==> config.mk <==
export PLATFORM = sky130hd
export DESIGN_NAME = mma_sum
export DESIGN_NICKNAME = d
export VERILOG_FILES = /design/src/mma_pkg.sv /design/src/mma_sum.sv
export SDC_FILE = /design/constraint.sdc
export NUM_CORES = 2
export LEC_CHECK = 0
export BUFFER_PORTS_ARGS = -buffer_cell sky130_fd_sc_hd__buf_2
export CAP_MARGIN = 5
export CORE_AREA = 2 2 694 696
export CTS_CLUSTER_DIAMETER = 100
export CTS_CLUSTER_SIZE = 30
export DETAILED_ROUTE_END_ITERATION = 6
export DIE_AREA = 0 0 696 698
export GPL_TIMING_DRIVEN = 1
export HOLD_SLACK_MARGIN = 0.03
export SETUP_SLACK_MARGIN = 0.2
export SLEW_MARGIN = 20
export SYNTH_ARGS = -nofsm -noshare
export SYNTH_HDL_FRONTEND = slang
export SYNTH_SLANG_ARGS = --single-unit
export TNS_END_PERCENT = 50
==> constraint.sdc <==
create_clock -name clk_i -period 0.8 [get_ports clk_i]
set_clock_uncertainty 0.1 [all_clocks]
set_input_delay 0.08 -clock clk_i [delete_from_list [all_inputs] [get_ports clk_i]]
set_output_delay 0.08 -clock clk_i [all_outputs]
set_load 0.05 [all_outputs]
==> src/mma_pkg.sv <==
// ----------------------------------------------------------------------------
// mma_pkg
// Shared types and constants for the Mueller matrix datapath.
// ----------------------------------------------------------------------------
package mma_pkg;

  localparam int SAMPLE_WIDTH_DEF = 16;
  localparam int OUT_W            = 36;
  localparam int ACC_W            = OUT_W + 1;
  localparam int NUM_AMP          = 4;
  localparam int NUM_PAIRS        = 6;
  localparam int NUM_ROWS         = 4;
  localparam int ROW_W            = 2;

  // amplitude slots: S1 = 0, S2 = 1, S3 = 2, S4 = 3
  // pair p forms S[PAIR_X[p]] * conj(S[PAIR_Y[p]])
  localparam int P23 = 0;
  localparam int P14 = 1;
  localparam int P24 = 2;
  localparam int P13 = 3;
  localparam int P12 = 4;
  localparam int P34 = 5;

  localparam int PAIR_X [NUM_PAIRS] = '{1, 0, 1, 0, 0, 2};
  localparam int PAIR_Y [NUM_PAIRS] = '{2, 3, 3, 2, 1, 3};

  typedef enum logic {
    CONV_BH = 1'b0,
    CONV_TM = 1'b1
  } conv_e;

  typedef logic [ROW_W-1:0] row_idx_t;
  localparam row_idx_t LAST_ROW = row_idx_t'(NUM_ROWS - 1);

  typedef logic signed [ACC_W-1:0] acc_t;
  typedef logic signed [OUT_W-1:0] elem_t;

  typedef struct packed {
    acc_t rr;
    acc_t ii;
    acc_t ir;
    acc_t ri;
  } xprod_t;

  typedef struct packed {
    acc_t   [NUM_AMP-1:0]   sq_re;
    acc_t   [NUM_AMP-1:0]   sq_im;
    xprod_t [NUM_PAIRS-1:0] xp;
  } prod_t;

  typedef struct packed {
    acc_t re;
    acc_t im;
  } cplx_t;

  typedef struct packed {
    acc_t  [NUM_AMP-1:0]   nrm;
    cplx_t [NUM_PAIRS-1:0] pr;
  } sums_t;

  typedef elem_t [NUM_ROWS-1:0]        row_t;
  typedef row_t  [NUM_ROWS-1:0]        mat_t;

endpackage

==> src/mma_sum.sv <==
// ----------------------------------------------------------------------------
// mma_sum
// Sum stage: squared magnitudes and products with the conjugate.
// ----------------------------------------------------------------------------
module mma_sum (
  input  logic            clk_i,
  input  logic            rst_ni,
  input  logic            en_i,
  input  logic            valid_i,
  input  mma_pkg::prod_t  prod_i,
  output logic            valid_o,
  output mma_pkg::sums_t  sums_o
);
  import mma_pkg::*;

  sums_t sums_d, sums_q;
  logic  valid_q;

  always_comb begin
    for (int k = 0; k < NUM_AMP; k++) begin
      sums_d.nrm[k] = prod_i.sq_re[k] + prod_i.sq_im[k];
    end
    for (int p = 0; p < NUM_PAIRS; p++) begin
      sums_d.pr[p].re = prod_i.xp[p].rr + prod_i.xp[p].ii;
      sums_d.pr[p].im = prod_i.xp[p].ir - prod_i.xp[p].ri;
    end
  end

  always_ff @(posedge clk_i or negedge rst_ni) begin
    if (!rst_ni) begin
      valid_q <= 1'b0;
    end else if (en_i) begin
      valid_q <= valid_i;
    end
  end

  always_ff @(posedge clk_i) begin
    if (en_i && valid_i) begin
      sums_q <= sums_d;
    end
  end

  assign valid_o = valid_q;
  assign sums_o  = sums_q;

endmodule

==> impl_results.md <==
* Worst hold endpoint: sums_o[334]
* Peak ir drop on the vdd network at roughly 1.8 mV
* Synth top area cells: edfxtp_1, ha_1, xnor2_1, a21o_1, a21oi_1
* Reg2reg start: valid_o
* Yosys cell types at 93
* Largest net degree at the start of global routing at 37
* Synth Cell Area at 0.04716 mm²
* Hold Buf Count CTS at 36
* Worst slew margin at 0.6125
* Finished Layout Cells at 14984
* PD cells at 1624 mW/mm²
* FF-to-FF End: valid_o
* DRC errors left at 0
* DR iter-0 viols at 3379
* Layout cell share with drive strength beyond 1 at 0.5359
* Initial antenna violation count at 248
* Clock sinks at 593
* CP startpoint kind: primary input
* Dpl cells at between 10000 and 15000
* Hold_sp: prod_i[704]
* Worst Max-Slew Pin Slew at between 0.5 and 0.6 ns
* Worst hold path cell count at 2
* Syn Area/Cell at around 9.9 µm²
* Clock slew at reported path FFs at 0.10 ns
* EDFF count, synth at approximately 590
* Core Region at ~0.48 mm²
* H-Tree Depth at 2
* CP arrival at 2.87 ns
* Gr usage total at 0.1507
* Flop2flop setup slack at -0.08 ns
* WL per Instance at about 26 µm
* CP Class: primary input to flip-flop
* Vias post-DR at 53803
* Critical-path cell list: buf_8 -> inv_12 -> ha_4 -> fa_2 -> nor2b_4 -> o21ai_4 -> buf_12 -> a21boi_4 -> o211ai_1 -> a2111oi_2 -> buf_4 -> nor3_4 -> o31ai_2 -> a31oi_1 -> buf_4 -> o21bai_1 -> xor2_1
* CTS Buf Count at 51
* Final Max Tran Viols at 0
* First-pass GRT wire length at 486600 µm
* Async SR Flop Fraction at 0.001686
* Placer Congestion at 1.011
* Worst skew pair latency at ~0.76 ns
* Period utilization at 3.062
* Synth Instances at between 4000 and 5000
* Pleak at 41.86 nW
* Final min period at 2.450 ns
* DP Wirelength at 348300 µm
* Placed instance area at 0.08638 mm²
* Worst EP required at 1.22 ns
* Ys Warns at 0
* F_max at 408.2 MHz
* Pre-CTS setup slack at -2.877 ns
* Total Nets Final at 10265
* Area of the die at between 0.4 and 0.5 mm²
* Register area share after synthesis at 0.3775
* PortBufs at approximately 1800
* Die Y at between 600 and 700 µm
* Vias in the first global route at approximately 53000
* Starting Density at 0.09873
* R2R cell count at 1
* Crit path largest cell delay at approximately 0.37 ns
* Max-cap violation count at 0
* Buffer type at the clock tree root: clkbuf_16
* CP endpoint kind: flip-flop
* Final wirelength at 384000 µm
* CTS Buffer Depth at 3
* Final setup viols at 1720
* Most used cell, CP: buf_4
* Setup TNS at -1167.26 ns
* Net count after synthesis at 6523
* Grt total ovfl at 0
* RSZ-0062 raised after global routing: true
* Max Fanout on Critical Path at 3
* # IOs at between 1500 and 2000
* Die width at 696 µm
* Post-synth top flop: edfxtp_1
* Status: finished with violations
* Via density at about 3.6
* Worst Setup Slack, final at -1.650 ns
* Area added between synthesis and finish at 100.4%
* Design Area, Final at 0.09449 mm²
* Row count at ~250
* Synthesized flop and latch total at 593
* Post-synth top area cell: edfxtp_1
* Antenna Nets Post-Route at 0
* Critical-path top delay cell: fa_2
* Post-Route Utilization at 0.1978
* Worst hold path type: primary input to flip-flop
* Yosys top cell area share at 0.3770
* Failing checks: hold timing, setup timing
* TritonRoute pass-1 iters at 7
* CTS tree: yes
* Fin. Hold Viols at between 500 and 600
* Fill cells at 52490
* Fin Hold WS at -0.4213 ns
* Power Total at 153.5 mW
==> cell families (layout without fill, tap and decap cells) <==
kind of cell	count (synthesis)	count (layout)	synth area share
compound gates	1604	1604	0.2229
simple gates	996	996	0.1056
flops	593	593	0.3775
fa+ha+maj	592	592	0.1596
xor+xnor	540	540	0.1003
buf+inv	414	4198	0.03319
mux	4	4	0.0009021
other cells	0	57	0
==> sequential cells by signal (all words and copies together) (netlist names) <==
| register | cells |
|---|---|
| valid_o | 1 |
| sums_o | 592 |
==> power by group <==
part | switching (mW) | total [mW] | internal, mW
registers | 2.95 | 42.5 | 39.5
clock network | 16.3 | 30.8 | 14.5
logic | 43.5 | 80.2 | 36.6
==> critical path: cells and delay by family <==
family,cells,cell delay (ns)
xor+xnor,1,0.09
compound gates,7,1.30
simple gates,2,0.20
buf+inv,5,0.67
fa+ha+maj,2,0.52
==> cells in the final DEF (no fill, tap or decap), types with 30 or more instances in the layout <==
cell type / netlist / final
a21o_1: 336 / 333
a21oi_1: 495 / 373
a21oi_2: 6 / 105
and3_1: 62 / 54
buf_12: 0 / 476
buf_2: 3 / 1262
buf_4: 0 / 1756
buf_6: 1 / 188
buf_8: 0 / 31
clkbuf_16: 0 / 53
diode_2: 0 / 57
dlygate4sd3_1: 0 / 36
edfxtp_1: 592 / 592
ha_1: 576 / 438
ha_4: 0 / 129
inv_1: 353 / 308
nand2_1: 238 / 223
nand2b_1: 75 / 69
nand3_1: 95 / 82
nand4_1: 52 / 52
nor2_1: 227 / 201
nor2b_1: 88 / 73
nor3_1: 53 / 43
o21a_1: 75 / 71
o21ai_0: 245 / 172
o21ai_2: 0 / 65
o21bai_1: 73 / 69
xnor2_1: 377 / 341
xnor2_2: 0 / 30
xor2_1: 163 / 153
==> Yosys cell counts (9+ instances only) <==
library cell / n
a211o_1: 10
a211oi_1: 31
a21boi_0: 12
a21o_1: 336
a21oi_1: 495
a221o_1: 14
a221oi_1: 14
a311oi_1: 12
a31o_2: 12
a31oi_1: 57
a41oi_1: 15
and2_1: 24
and3_1: 62
and4_1: 14
clkbuf_1: 57
edfxtp_1: 592
fa_1: 16
ha_1: 576
inv_1: 353
nand2_1: 238
nand2b_1: 75
nand3_1: 95
nand3b_1: 9
nand4_1: 52
nor2_1: 227
nor2b_1: 88
nor3_1: 53
nor3b_1: 9
o2111ai_1: 9
o211a_1: 10
o211ai_1: 28
o21a_1: 75
o21ai_0: 245
o21ai_1: 30
o21bai_1: 73
o31ai_1: 23
or3_1: 14
xnor2_1: 377
xor2_1: 163
==> final cells by class <==
class                   instances  area, µm²  share of cell area
diodes                         57      142.6            0.001510
clock buffers                  53       1326             0.01404
clock inverters                42      628.1            0.006648
inverters                     353       1508             0.01596
multi-input cells            3736      33090              0.3502
flip-flops and latches        593      17800              0.1884
well taps                    6400       8008             0.08475
repair buffers               3750      31980              0.3384
==> timing repair <==
| item | in CTS | in global routing |
|---|---|---|
| resized for setup | 353 | 478 |
| setup buffers | 99 | 99 |
| hold endpoints to repair | 796 | 574 |
| pin swaps | 247 | 349 |
| endpoints found under the setup margin | 1134 | 1734 |
==> worst max path at each step <==
stage	start	endpoint	cells past startpoint
2_1_floorplan	en_i	sums_o[0]	1
3_3_place_gp	prod_i[37]	sums_o[26]	17
3_5_place_dp	prod_i[37]	sums_o[24]	17
4_1_cts	prod_i[37]	sums_o[26]	17
5_1_grt	prod_i[37]	sums_o[26]	17
6_report	prod_i[37]	sums_o[26]	17
==> routing by layer <==
metal | routed length (µm) | GRT usage | up-vias
li1 | - | - | 25208
met1 | 143800 | 0.1643 | 25730
met2 | 188200 | 0.2667 | 2039
met3 | 31370 | 0.04959 | 720
met4 | 19970 | 0.06100 | 106
met5 | 728 | 0 | -
Note: power is estimated with default switching activity, not from simulation.
