<file path="config.mk">
export PLATFORM = sky130hd
export DESIGN_NAME = mma_form
export DESIGN_NICKNAME = d
export VERILOG_FILES = /design/src/mma_pkg.sv /design/src/mma_form.sv
export SDC_FILE = /design/constraint.sdc
export NUM_CORES = 2
export LEC_CHECK = 0
export BUFFER_PORTS_ARGS = -buffer_cell sky130_fd_sc_hd__buf_2
export CAP_MARGIN = 30
export CORE_AREA = 2 2 451 453
export DETAILED_ROUTE_END_ITERATION = 8
export DIE_AREA = 0 0 453 455
export GPL_TIMING_DRIVEN = 1
export PLACE_DENSITY_LB_ADDON = 0.1
export REMOVE_ABC_BUFFERS = 1
export SETUP_SLACK_MARGIN = 0.1
export SYNTH_ARGS = -nofsm -noshare
export SYNTH_HDL_FRONTEND = slang
export SYNTH_SLANG_ARGS = --single-unit
</file>
<file path="constraint.sdc">
create_clock -name clk_i -period 1.25 [get_ports clk_i]
set_input_delay 0.125 -clock clk_i [delete_from_list [all_inputs] [get_ports clk_i]]
set_output_delay 0.125 -clock clk_i [all_outputs]
set_load 0.05 [all_outputs]
</file>
<file path="src/mma_pkg.sv">
// ----------------------------------------------------------------------------
// mma_pkg
// Shared types and constants for the Mueller matrix datapath.
// ----------------------------------------------------------------------------
package mma_pkg;

  localparam int SAMPLE_WIDTH_DEF = 16;
  localparam int OUT_W            = 36;
  localparam int ACC_W            = OUT_W + 1;
  localparam int NUM_AMP          = 4;
  localparam int NUM_PAIRS        = 6;
  localparam int NUM_ROWS         = 4;
  localparam int ROW_W            = 2;

  // amplitude slots: S1 = 0, S2 = 1, S3 = 2, S4 = 3
  // pair p forms S[PAIR_X[p]] * conj(S[PAIR_Y[p]])
  localparam int P23 = 0;
  localparam int P14 = 1;
  localparam int P24 = 2;
  localparam int P13 = 3;
  localparam int P12 = 4;
  localparam int P34 = 5;

  localparam int PAIR_X [NUM_PAIRS] = '{1, 0, 1, 0, 0, 2};
  localparam int PAIR_Y [NUM_PAIRS] = '{2, 3, 3, 2, 1, 3};

  typedef enum logic {
    CONV_BH = 1'b0,
    CONV_TM = 1'b1
  } conv_e;

  typedef logic [ROW_W-1:0] row_idx_t;
  localparam row_idx_t LAST_ROW = row_idx_t'(NUM_ROWS - 1);

  typedef logic signed [ACC_W-1:0] acc_t;
  typedef logic signed [OUT_W-1:0] elem_t;

  typedef struct packed {
    acc_t rr;
    acc_t ii;
    acc_t ir;
    acc_t ri;
  } xprod_t;

  typedef struct packed {
    acc_t   [NUM_AMP-1:0]   sq_re;
    acc_t   [NUM_AMP-1:0]   sq_im;
    xprod_t [NUM_PAIRS-1:0] xp;
  } prod_t;

  typedef struct packed {
    acc_t re;
    acc_t im;
  } cplx_t;

  typedef struct packed {
    acc_t  [NUM_AMP-1:0]   nrm;
    cplx_t [NUM_PAIRS-1:0] pr;
  } sums_t;

  typedef elem_t [NUM_ROWS-1:0]        row_t;
  typedef row_t  [NUM_ROWS-1:0]        mat_t;

endpackage

</file>
<file path="src/mma_form.sv">
// ----------------------------------------------------------------------------
// mma_form
// Element stage: the sixteen Mueller elements for either convention.
// ----------------------------------------------------------------------------
module mma_form (
  input  logic            clk_i,
  input  logic            rst_ni,
  input  logic            en_i,
  input  logic            valid_i,
  input  mma_pkg::conv_e  conv_i,
  input  mma_pkg::sums_t  sums_i,
  output logic            valid_o,
  output mma_pkg::mat_t   mat_o
);
  import mma_pkg::*;

  acc_t  n1, n2, n3, n4;
  cplx_t p23, p14, p24, p13, p12, p34;
  acc_t  h0, h1, h4, h5;
  acc_t  e2, e6, e8, e9, e11;
  mat_t  mat_d, mat_q;
  logic  valid_q;

  always_comb begin
    n1  = sums_i.nrm[0];
    n2  = sums_i.nrm[1];
    n3  = sums_i.nrm[2];
    n4  = sums_i.nrm[3];
    p23 = sums_i.pr[P23];
    p14 = sums_i.pr[P14];
    p24 = sums_i.pr[P24];
    p13 = sums_i.pr[P13];
    p12 = sums_i.pr[P12];
    p34 = sums_i.pr[P34];

    h0 = n1 + n2 + n3 + n4;
    case (conv_i)
      CONV_TM: begin
        h1  = n2 - n3 + n4 - n1;
        h4  = n2 + n3 - n4 - n1;
        h5  = n2 - n3 - n4 + n1;
        e2  = -p14.re - p23.re;
        e6  = p14.re - p23.re;
        e8  = -p24.re - p13.re;
        e9  = p13.re - p24.re;
        e11 = p12.im + p34.im;
      end
      default: begin
        h1  = n2 - n1 + n4 - n3;
        h4  = n2 - n1 + n3 - n4;
        h5  = n1 + n2 - n3 - n4;
        e2  = p23.re + p14.re;
        e6  = p23.re - p14.re;
        e8  = p24.re + p13.re;
        e9  = p24.re - p13.re;
        e11 = -p12.im - p34.im;
      end
    endcase

    // halve by dropping the low bit of the wider sum
    mat_d[0][0] = h0[ACC_W-1:1];
    mat_d[0][1] = h1[ACC_W-1:1];
    mat_d[0][2] = e2[OUT_W-1:0];
    mat_d[0][3] = OUT_W'(p23.im - p14.im);

    mat_d[1][0] = h4[ACC_W-1:1];
    mat_d[1][1] = h5[ACC_W-1:1];
    mat_d[1][2] = e6[OUT_W-1:0];
    mat_d[1][3] = OUT_W'(p23.im + p14.im);

    mat_d[2][0] = e8[OUT_W-1:0];
    mat_d[2][1] = e9[OUT_W-1:0];
    mat_d[2][2] = OUT_W'(p12.re + p34.re);
    mat_d[2][3] = e11[OUT_W-1:0];

    mat_d[3][0] = OUT_W'(p13.im - p24.im);
    mat_d[3][1] = OUT_W'(-p24.im - p13.im);
    mat_d[3][2] = OUT_W'(p12.im - p34.im);
    mat_d[3][3] = OUT_W'(p12.re - p34.re);
  end

  always_ff @(posedge clk_i or negedge rst_ni) begin
    if (!rst_ni) begin
      valid_q <= 1'b0;
    end else if (en_i) begin
      valid_q <= valid_i;
    end
  end

  always_ff @(posedge clk_i) begin
    if (en_i && valid_i) begin
      mat_q <= mat_d;
    end
  end

  assign valid_o = valid_q;
  assign mat_o   = mat_q;

endmodule

</file>
==> metrics.md <==
| Metric | Value |
|---|---|
| Status | finished, violations left |
| Failing checks | negative hold slack, negative setup slack |
| Die Width | 453 µm |
| RePlAce Congestion | 1.01 |
| Commonest cells post-synth | ha_1 (1,093), inv_1 (1,012), a21oi_1 (918) |
| Synth top area share | 22.8% |
| Vias post-DR | 83,100 |
| Met1 Use GR | 36.2% |
| Seq/Total Area, Yosys | 22.8% |
| Met2 GRT Util | 57.9% |
| Yosys Warn Count | 0 |
| Placement Setup Slack | -5230 ps |
| Peak supply drop | 0.00135 V |
| DRT iter0 DRCs | 4,896 |
| I/O pins | 1,174 |
| Req. time, crit path | 1730 ps |
| Syn_area_per_cell | 8.67 µm² |
| Setup TNS | -950,240 ps |
| Sequential standard cell area | 0.0171 mm² |
| Count of cell types in the netlist | 94 |
| Largest net degree at the start of global routing | 74 |
| Longest Clk Path Bufs | 3 |
| WL final | 353 mm |
| Gr busiest metal | met2 |
| Synth area leaders | edfxtp_1 (23%), ha_1 (18%), fa_1 (8.2%) |
| Max Freq | 192 MHz |
| Worst-Margin Slew | 781 ps |
| CP peak stage delay | 470 ps |
| Vias in the first global route | 84,700 |
| Dpl cells | 16,000 |
| Cell taking the most area after synthesis | edfxtp_1 |
| Final setup skew | 0 ps |
| CTS buffer count | 77 |
| Slowest cell on the critical path | fa_1 |
| Effective utilization at floorplan | 37.4% |
| Worst Path Buf+Inv | 6 |
| RSZ-0062 raised after global routing | true |
| Vias per cell | 5.09 |
| Cells after Synth | 8,679 |
| Multi-input gate area | 0.0567 mm² |
| # rows | 165 |
| Hold Slack | -40.2 ps |
| Core footprint | 0.201 mm² |
| Post-synth EDFFs | 570 |
| Initial antenna violation count | 100 |
| Static leakage | 59.5 nW |
| Maxcap violations | 0 |
| CTS tree | done |
| Fin area | 0.120 mm² |
| Prevailing post-synth register cell | edfxtp_1 |
| Final min period | 5220 ps |
| DRC Markers | 0 |
| Non-filler cells, final | 16,300 |
| Hold WC Path Type | in2reg |
| Clk root buf | clkbuf_16 |
| Total GRT Usage | 32.8% |
| Fin crit share | 417% |
| WL per Instance | 21.6 µm |
| Flops & latches, synth | 571 |
| Hpwl dp | 305 mm |
| Post-synthesis cell area | 0.0752 mm² |
| Fin. Hold Viols | 4 |
| Fin. max-slew vios | 0 |
| H-tree depth | 3 |
| Design Power | 168 mW |
| Element type at the critical path start | input port |
| Clock latency on the worst-skew pair | 720 ps |
| Detailed Routing Iterations Pass 1 | 5 |
| Crit-path max FO | 5 |
| ANT nets after route | 0 |
| Layout Area Growth over Synthesis | 59.0% |
| Setup WS post-layout | -3970 ps |
| Hold Buf Count CTS | 76 |
| Placed cell area | 0.111 mm² |
| Critical Path End Type | flop |
| Top cell family by delay on the critical path | compound AO/OA/AOI/OAI gates |
| Die ar. | 0.206 mm² |
| IO buf count | 1,161 |
| WP data arrival | 5700 ps |
| Final Util | 59.4% |
| Final nets | 15,500 |
| Final setup violation count | 1,139 |
| Cell Pwr Density | 1410 mW/mm² |
| # fillers | 18,400 |
| Setup Crit Path Kind | in2reg |
| Slew headroom | 47.3% |
| CTS sink count | 571 |
| Met3 Track Usage GR | 4.23% |
| Async S/R FF share, synth | 0.175% |
| Die Ht | 455 µm |
| Count leader, synth | ha_1 |
| First-pass GRT wire length | 509 mm |
| Gr ovfl total | 0 |
| Clk slew on worst S/H paths | 60 ps |
| Fraction of layout cells with a size suffix above 1 | 41.5% |
flip-flops by register name, indices dropped and copies added, names as in the netlist:
name	flops
mat_o	570
valid_o	1
timing repair:
item                                    in CTS  in global routing
endpoints found under the setup margin    1097               1482
gates resized for setup                    413                432
hold endpoints to repair                    84                  1
pin swaps                                  192                303
buffers inserted                            66                 67
cell usage in the layout, fill, tap and decap left out, drive strengths merged, types with 29 or more instances in the layout:
master and count:
nor4 69, xnor2 541, clkinv 53, nor3 165, nand3 140, o31ai 98
mux2i 32, and2 36, o311ai 29, o211ai 60, nor2 659, o21ai 494
fa 308, o21a 98, nand2 391, a31oi 104, dlygate4sd3 76, and3 57
clkbuf 84, nand4 61, a21oi 918, diode 57, ha 1093, or3 64
nor2b 94, edfxtp 570, a211oi 77, nand2b 133, buf 4949, a21o 320
inv 1018, xor2 202, o21bai 169
per-layer routing:
layer	up-vias	routed length, µm
met5	-	338
met4	52	29500
met3	784	16200
met2	2302	172000
met1	39500	134000
li1	40500	-
where the power goes:
| group | switching, mW | total (mW) | internal [mW] |
|---|---|---|---|
| logic | 63.2 | 117 | 53.9 |
| clock network | 10.4 | 23.8 | 13.4 |
| registers | 1.37 | 27.5 | 26.1 |
| total | 75.0 | 168 | 93.5 |
logic make-up (layout without fill, tap and decap cells):
group           count (synthesis)  count (layout)  share of synthesized area, %
other cells                     0              57                             0
compound gates               2684            2684                          22.7
flops                         571             571                          22.8
fa+ha+maj                    1401            1401                          26.4
xor+xnor                      744             744                          8.68
mux                            35              35                         0.471
simple gates                 1973            1973                          12.6
buf+inv                      1271            6199                          6.40
cell type report:
| type | count | share of cell area, % |
|---|---|---|
| clock buffers | 84 | 1.63 |
| well taps | 2672 | 2.79 |
| diodes | 57 | 0.119 |
| inverters | 1032 | 3.26 |
| multi-input cells | 6837 | 47.4 |
| clock inverters | 58 | 0.590 |
| repair buffers | 5025 | 29.9 |
| flip-flops and latches | 571 | 14.3 |
final timing paths:
check,start,end,slack [ps],cells after the start
worst max-delay path,sums_i[481],mat_o[214],-3970,30
worst min-delay path,sums_i[371],mat_o[505],-40,4
max in group asynchronous,rst_ni,valid_o,800,3
min in group asynchronous,rst_ni,valid_o,350,3
worst min register to register,valid_o,valid_o,500,1
worst max register to register,valid_o,valid_o,520,1
Power figures use the tool's default switching activity.
