### src/mma_pkg.sv
// ----------------------------------------------------------------------------
// mma_pkg
// Shared types and constants for the Mueller matrix datapath.
// ----------------------------------------------------------------------------
package mma_pkg;

  localparam int SAMPLE_WIDTH_DEF = 16;
  localparam int OUT_W            = 36;
  localparam int ACC_W            = OUT_W + 1;
  localparam int NUM_AMP          = 4;
  localparam int NUM_PAIRS        = 6;
  localparam int NUM_ROWS         = 4;
  localparam int ROW_W            = 2;

  // amplitude slots: S1 = 0, S2 = 1, S3 = 2, S4 = 3
  // pair p forms S[PAIR_X[p]] * conj(S[PAIR_Y[p]])
  localparam int P23 = 0;
  localparam int P14 = 1;
  localparam int P24 = 2;
  localparam int P13 = 3;
  localparam int P12 = 4;
  localparam int P34 = 5;

  localparam int PAIR_X [NUM_PAIRS] = '{1, 0, 1, 0, 0, 2};
  localparam int PAIR_Y [NUM_PAIRS] = '{2, 3, 3, 2, 1, 3};

  typedef enum logic {
    CONV_BH = 1'b0,
    CONV_TM = 1'b1
  } conv_e;

  typedef logic [ROW_W-1:0] row_idx_t;
  localparam row_idx_t LAST_ROW = row_idx_t'(NUM_ROWS - 1);

  typedef logic signed [ACC_W-1:0] acc_t;
  typedef logic signed [OUT_W-1:0] elem_t;

  typedef struct packed {
    acc_t rr;
    acc_t ii;
    acc_t ir;
    acc_t ri;
  } xprod_t;

  typedef struct packed {
    acc_t   [NUM_AMP-1:0]   sq_re;
    acc_t   [NUM_AMP-1:0]   sq_im;
    xprod_t [NUM_PAIRS-1:0] xp;
  } prod_t;

  typedef struct packed {
    acc_t re;
    acc_t im;
  } cplx_t;

  typedef struct packed {
    acc_t  [NUM_AMP-1:0]   nrm;
    cplx_t [NUM_PAIRS-1:0] pr;
  } sums_t;

  typedef elem_t [NUM_ROWS-1:0]        row_t;
  typedef row_t  [NUM_ROWS-1:0]        mat_t;

endpackage

### src/mma_if.sv


interface mma_out_if ();
  import mma_pkg::*;

  logic     valid;
  logic     ready;
  row_idx_t row_index;
  elem_t    col0;
  elem_t    col1;
  elem_t    col2;
  elem_t    col3;
  logic     last_row;

  modport source (
    output valid, row_index, col0, col1, col2, col3, last_row,
    input  ready
  );
  modport sink (
    input  valid, row_index, col0, col1, col2, col3, last_row,
    output ready
  );
endinterface

### src/mma_ser.sv
// ----------------------------------------------------------------------------
// mma_ser
// Row serializer: holds one matrix and sends it out a row per transfer.
// ----------------------------------------------------------------------------
module mma_ser (
  input  logic           clk_i,
  input  logic           rst_ni,
  input  logic           valid_i,
  input  mma_pkg::mat_t  mat_i,
  output logic           take_o,
  mma_out_if.source      out_o
);
  import mma_pkg::*;

  logic     busy_q, busy_d;
  row_idx_t row_q, row_d;
  mat_t     mat_q;
  logic     xfer;
  logic     last;

  assign xfer   = busy_q && out_o.ready;
  assign last   = (row_q == LAST_ROW);
  assign take_o = !busy_q || (xfer && last);

  always_comb begin
    busy_d = busy_q;
    row_d  = row_q;
    if (xfer) begin
      row_d = row_q + row_idx_t'(1);
      if (last) begin
        busy_d = 1'b0;
      end
    end
    if (take_o && valid_i) begin
      busy_d = 1'b1;
      row_d  = '0;
    end
  end

  always_ff @(posedge clk_i or negedge rst_ni) begin
    if (!rst_ni) begin
      busy_q <= 1'b0;
      row_q  <= '0;
    end else begin
      busy_q <= busy_d;
      row_q  <= row_d;
    end
  end

  always_ff @(posedge clk_i) begin
    if (take_o && valid_i) begin
      mat_q <= mat_i;
    end
  end

  assign out_o.valid     = busy_q;
  assign out_o.row_index = row_q;
  assign out_o.col0      = mat_q[row_q][0];
  assign out_o.col1      = mat_q[row_q][1];
  assign out_o.col2      = mat_q[row_q][2];
  assign out_o.col3      = mat_q[row_q][3];
  assign out_o.last_row  = last;

endmodule

### src/flat_wrapper.sv
// flat-port wrapper written by rule: the top's interface ports become plain ports
module mma_ser_flat import mma_pkg::*;
  (clk_i, rst_ni, valid_i, mat_i, take_o, out_o_valid, out_o_row_index, out_o_col0, out_o_col1, out_o_col2, out_o_col3, out_o_last_row, out_o_ready);
  mma_out_if out_o_i ();
  input  logic clk_i;
  input  logic rst_ni;
  input  logic valid_i;
  input  mma_pkg::mat_t mat_i;
  output logic take_o;
  output wire logic [$bits(out_o_i.valid)-1:0] out_o_valid;
  output wire logic [$bits(out_o_i.row_index)-1:0] out_o_row_index;
  output wire logic [$bits(out_o_i.col0)-1:0] out_o_col0;
  output wire logic [$bits(out_o_i.col1)-1:0] out_o_col1;
  output wire logic [$bits(out_o_i.col2)-1:0] out_o_col2;
  output wire logic [$bits(out_o_i.col3)-1:0] out_o_col3;
  output wire logic [$bits(out_o_i.last_row)-1:0] out_o_last_row;
  input wire logic [$bits(out_o_i.ready)-1:0] out_o_ready;
  assign out_o_valid = out_o_i.valid;
  assign out_o_row_index = out_o_i.row_index;
  assign out_o_col0 = out_o_i.col0;
  assign out_o_col1 = out_o_i.col1;
  assign out_o_col2 = out_o_i.col2;
  assign out_o_col3 = out_o_i.col3;
  assign out_o_last_row = out_o_i.last_row;
  assign out_o_i.ready = out_o_ready;
  mma_ser u_core (.clk_i(clk_i), .rst_ni(rst_ni), .valid_i(valid_i), .mat_i(mat_i), .take_o(take_o), .out_o(out_o_i));
endmodule
### config.mk
export PLATFORM = sky130hd
export DESIGN_NAME = mma_ser_flat
export DESIGN_NICKNAME = d
export VERILOG_FILES = /design/src/mma_pkg.sv /design/src/mma_if.sv /design/src/mma_ser.sv /design/src/flat_wrapper.sv
export SDC_FILE = /design/constraint.sdc
export NUM_CORES = 1
export LEC_CHECK = 0
export BUFFER_PORTS_ARGS = -buffer_cell sky130_fd_sc_hd__buf_2
export CORE_AREA = 3 3 286 288
export DETAILED_ROUTE_END_ITERATION = 6
export DIE_AREA = 0 0 289 291
export PLACE_DENSITY = 0.48
export SYNTH_ARGS = -nofsm -noshare
export SYNTH_HDL_FRONTEND = slang
export SYNTH_SLANG_ARGS = --single-unit
### constraint.sdc
create_clock -name clk_i -period 13.6 [get_ports clk_i]
set_clock_uncertainty 0.2 [all_clocks]
set_input_delay 1.36 -clock clk_i [delete_from_list [all_inputs] [get_ports clk_i]]
set_output_delay 1.36 -clock clk_i [all_outputs]
set_load 0.1 [all_outputs]
==> flow_metrics.tcl <==
set metrics [dict create \
    clock_latency_ns 0.59 \
    crit_type "reg2out" \
    timing.setup.tns_ns 0 \
    drt_iter0_markers 706 \
    cp.required_ns 12.04 \
    pwrdens_mw_per_mm2 250 \
    post_route_cells_drive_above_1_share_pct 61.6 \
    critPathLaunch "u_core.out_o.row_index[0]" \
    synth-compound-area-share_pct 0.0478 \
    ctsRootBufferMaster "sky130_fd_sc_hd__clkbuf_16" \
    synth_ff_type "sky130_fd_sc_hd__edfxtp_1" \
    worstRegToRegCells 7 \
    drt_wl_total_mm 58.5 \
    route.antenna.remaining_nets 0 \
    timing.critical_path.to "out_o_col0[8]" \
    synth-simple-area-share_pct 0.173 \
    floorplan.initialDensity_pct 26.4 \
    post-route-drc-count 0 \
    synth_async_sr_flop_share_pct 0.518 \
    crit_path_launch_type "register" \
    die_w_um 289 \
    slew_headroom_pct 24.4 \
    cts_resized 0 \
    vias 11231 \
    area_growth_syn_to_layout_pct 33.6 \
    reg2reg_from "u_core.out_o.row_index[1]" \
    worstSetupEndpointType "primary output" \
    cts_hold_repair.buffers 0 \
    leakage_power_nw 10.2 \
    seq_area_frac_synth_pct 83.0 \
    max_fanout_on_critical_path 41 \
    die_area_mm2 0.0841 \
    ys_top_cells_by_count "576 x sky130_fd_sc_hd__edfxtp_1, 144 x sky130_fd_sc_hd__mux4_2, 14 x sky130_fd_sc_hd__buf_2" \
    portBuffers 728 \
    postCtsSetupBuffers 0 \
    detail_route.first_pass.iterations 4 \
    detailed_route_vias_per_instance 4.22 \
    maxCapViolations 0 \
    synthAdderAreaFrac_pct 0.0598 \
    numCtsBuffers 67 \
    synth_seq_cells 579 \
    holdWs_ns 0.361 \
    core_mm2 0.0791 \
    final_util_pct 35.3 \
    first_global_vias 12453 \
    count_of_unique_library_cells_instantiated_by_yosys 16 \
    final_net_count 2124 \
    grt_first_pass_wirelength_mm 82.3 \
    fillerInstances 7549 \
    syn-mean-instance-area_um2 27.2 \
    chipHeight_um 291 \
    total_power_mw 6.98 \
    max_freq_mhz 179 \
    post_synth_main_area_contributors "sky130_fd_sc_hd__edfxtp_1 83%, sky130_fd_sc_hd__mux4_2 16%, sky130_fd_sc_hd__buf_6 0.48%, sky130_fd_sc_hd__dfrtp_1 0.36%, sky130_fd_sc_hd__buf_2 0.33%" \
    multi_input_comb_area_mm2 0.00331 \
    final-hold-violation-count 0 \
    slew_viol_final 0 \
    postSynthNetCount 1349 \
    ys.warnings.count 0 \
    finish.instance_area_mm2 0.0280 \
    post_synth_xor_area_fraction_pct 0 \
    worstPathArrival_ns 4.03 \
    regArea_mm2 0.0174 \
    grt_remaining_overflow 0 \
    tritoncts_clock_tree "done" \
    synthMuxAreaShare_pct 15.6 \
    instance_area_at_placement_mm2 0.0258 \
    post_synth_inst_count 768 \
    rsz0062_at_grt "no" \
    ff2ff_setup_slack_ns 8.45 \
    grtUsageTotal_pct 13.4 \
    wl_per_cell_um 22.0 \
    worstReg2RegEnd "u_core.mat_q[162]" \
    min_path_type "in2async" \
    fp-row-count 103 \
    synth_largest_type_area_fraction_pct 82.7 \
    largest_family_of_logic_cells_by_synthesized_area "multiplexers" \
    result_of_the_run "finished clean" \
    grt_start_max_net_pins 173 \
    max-vdd-ir-drop_v 0.000163 \
    cts.path.max_buffers 3 \
    hpwlAfterDp_mm 43.1 \
    final.min_clock_period_ns 5.59 \
    post_cts_clock_slew_at_the_launch_and_capture_registers_of_the_worst_setup_and_hold_paths_ns 0.06 \
    antenna_found_initial 25 \
    ioPinCount 729 \
    place_congestion 0.819 \
    worst_tran_pin_value_ns 1.13 \
    detailedPlace.worstSlack_ns 8.33 \
    post_synth_instance_area_mm2 0.0209 \
    setup-violations-final 0 \
    setup_slack_ns 8.01 \
    synth_edf_count 576 \
    synthMostInstantiatedCell "sky130_fd_sc_hd__edfxtp_1" \
    place.detailed.instances 2524 \
    layout.cells.non_filler 2663 \
    cts_max_level 3 \
    cts.sink_count 579 \
    netlist.top_cell.by_area "sky130_fd_sc_hd__edfxtp_1" \
    period_utilisation_layout_pct 41.1 \
]
==> worst max-delay path, cell delays in order, from the launching register on <==
cell                      delay (ns)
sky130_fd_sc_hd__dfrtp_4        0.90
sky130_fd_sc_hd__buf_4          0.72
sky130_fd_sc_hd__buf_4          0.78
sky130_fd_sc_hd__mux4_2         0.60
sky130_fd_sc_hd__buf_2          0.32
==> cells in the final DEF (no fill, tap or decap) <==
| cell type | count |
|---|---|
| sky130_fd_sc_hd__clkbuf_1 | 16 |
| sky130_fd_sc_hd__bufinv_16 | 6 |
| sky130_fd_sc_hd__buf_12 | 2 |
| sky130_fd_sc_hd__inv_1 | 1 |
| sky130_fd_sc_hd__nand2b_1 | 1 |
| sky130_fd_sc_hd__clkbuf_16 | 69 |
| sky130_fd_sc_hd__nand3_1 | 1 |
| sky130_fd_sc_hd__buf_4 | 8 |
| sky130_fd_sc_hd__clkinv_1 | 7 |
| sky130_fd_sc_hd__mux4_2 | 144 |
| sky130_fd_sc_hd__clkinvlp_4 | 1 |
| sky130_fd_sc_hd__mux2i_1 | 1 |
| sky130_fd_sc_hd__buf_2 | 728 |
| sky130_fd_sc_hd__ha_1 | 1 |
| sky130_fd_sc_hd__edfxtp_1 | 576 |
| sky130_fd_sc_hd__diode_2 | 18 |
| sky130_fd_sc_hd__o21ai_0 | 2 |
| sky130_fd_sc_hd__clkinv_8 | 4 |
| sky130_fd_sc_hd__nand2_1 | 5 |
| sky130_fd_sc_hd__clkinv_2 | 18 |
| sky130_fd_sc_hd__dfrtp_1 | 1 |
| sky130_fd_sc_hd__and2_4 | 1 |
| sky130_fd_sc_hd__dfrtp_4 | 2 |
==> flip-flops by register name, indices dropped and copies added, names as in the netlist <==
signal	count
u_core.mat_q	576
u_core.out_o.row_index	2
u_core.out_o.valid	1
==> how the worst min path moves through the flow <==
| stage | slack [ns] | start | endpoint |
|---|---|---|---|
| finish | 0.36 | rst_ni | u_core.out_o.valid |
| global route | 0.32 | rst_ni | u_core.out_o.valid |
| CTS | 0.30 | rst_ni | u_core.out_o.valid |
| detailed placement | 0.40 | u_core.out_o.valid | u_core.out_o.valid |
| global placement | 0.38 | u_core.out_o.valid | u_core.out_o.valid |
| floorplan | 0.86 | rst_ni | u_core.out_o.row_index[0] |
==> cell type report <==
class | instances | area share, %
multi-input cells | 156 | 11.9
repair buffers | 738 | 13.4
clock buffers | 85 | 6.39
flip-flops and latches | 579 | 62.2
well taps | 1050 | 4.70
clock inverters | 36 | 1.32
diodes | 18 | 0.161
inverters | 1 | 0.0134
==> cells by family (layout without fill, tap and decap cells) <==
logic type / after synthesis / in the layout
flip-flops: 579 / 579
AND/OR/NAND/NOR: 8 / 8
buffers and inverters: 33 / 860
multiplexers: 145 / 145
adder cells (fa/ha/maj): 1 / 1
AO/OA/AOI/OAI: 2 / 2
other: 0 / 18
==> per-layer routing <==
metal	routed length (µm)	share of wire [%]	vias up	global-route usage [%]
met3	5750	9.8	114	5.27
met4	1850	3.2	16	5.54
li1	-	-	4935	-
met5	95	0.16	-	0
met1	20100	34	5645	14.1
met2	30700	52	521	23.6
==> report_power, final <==
group | switching [mW] | total, mW | internal, mW
Combinational | 2.32 | 2.92 | 0.606
Clock | 0.706 | 1.75 | 1.05
Sequential | 0.107 | 2.30 | 2.20
(Power assumes the default switching activity.)
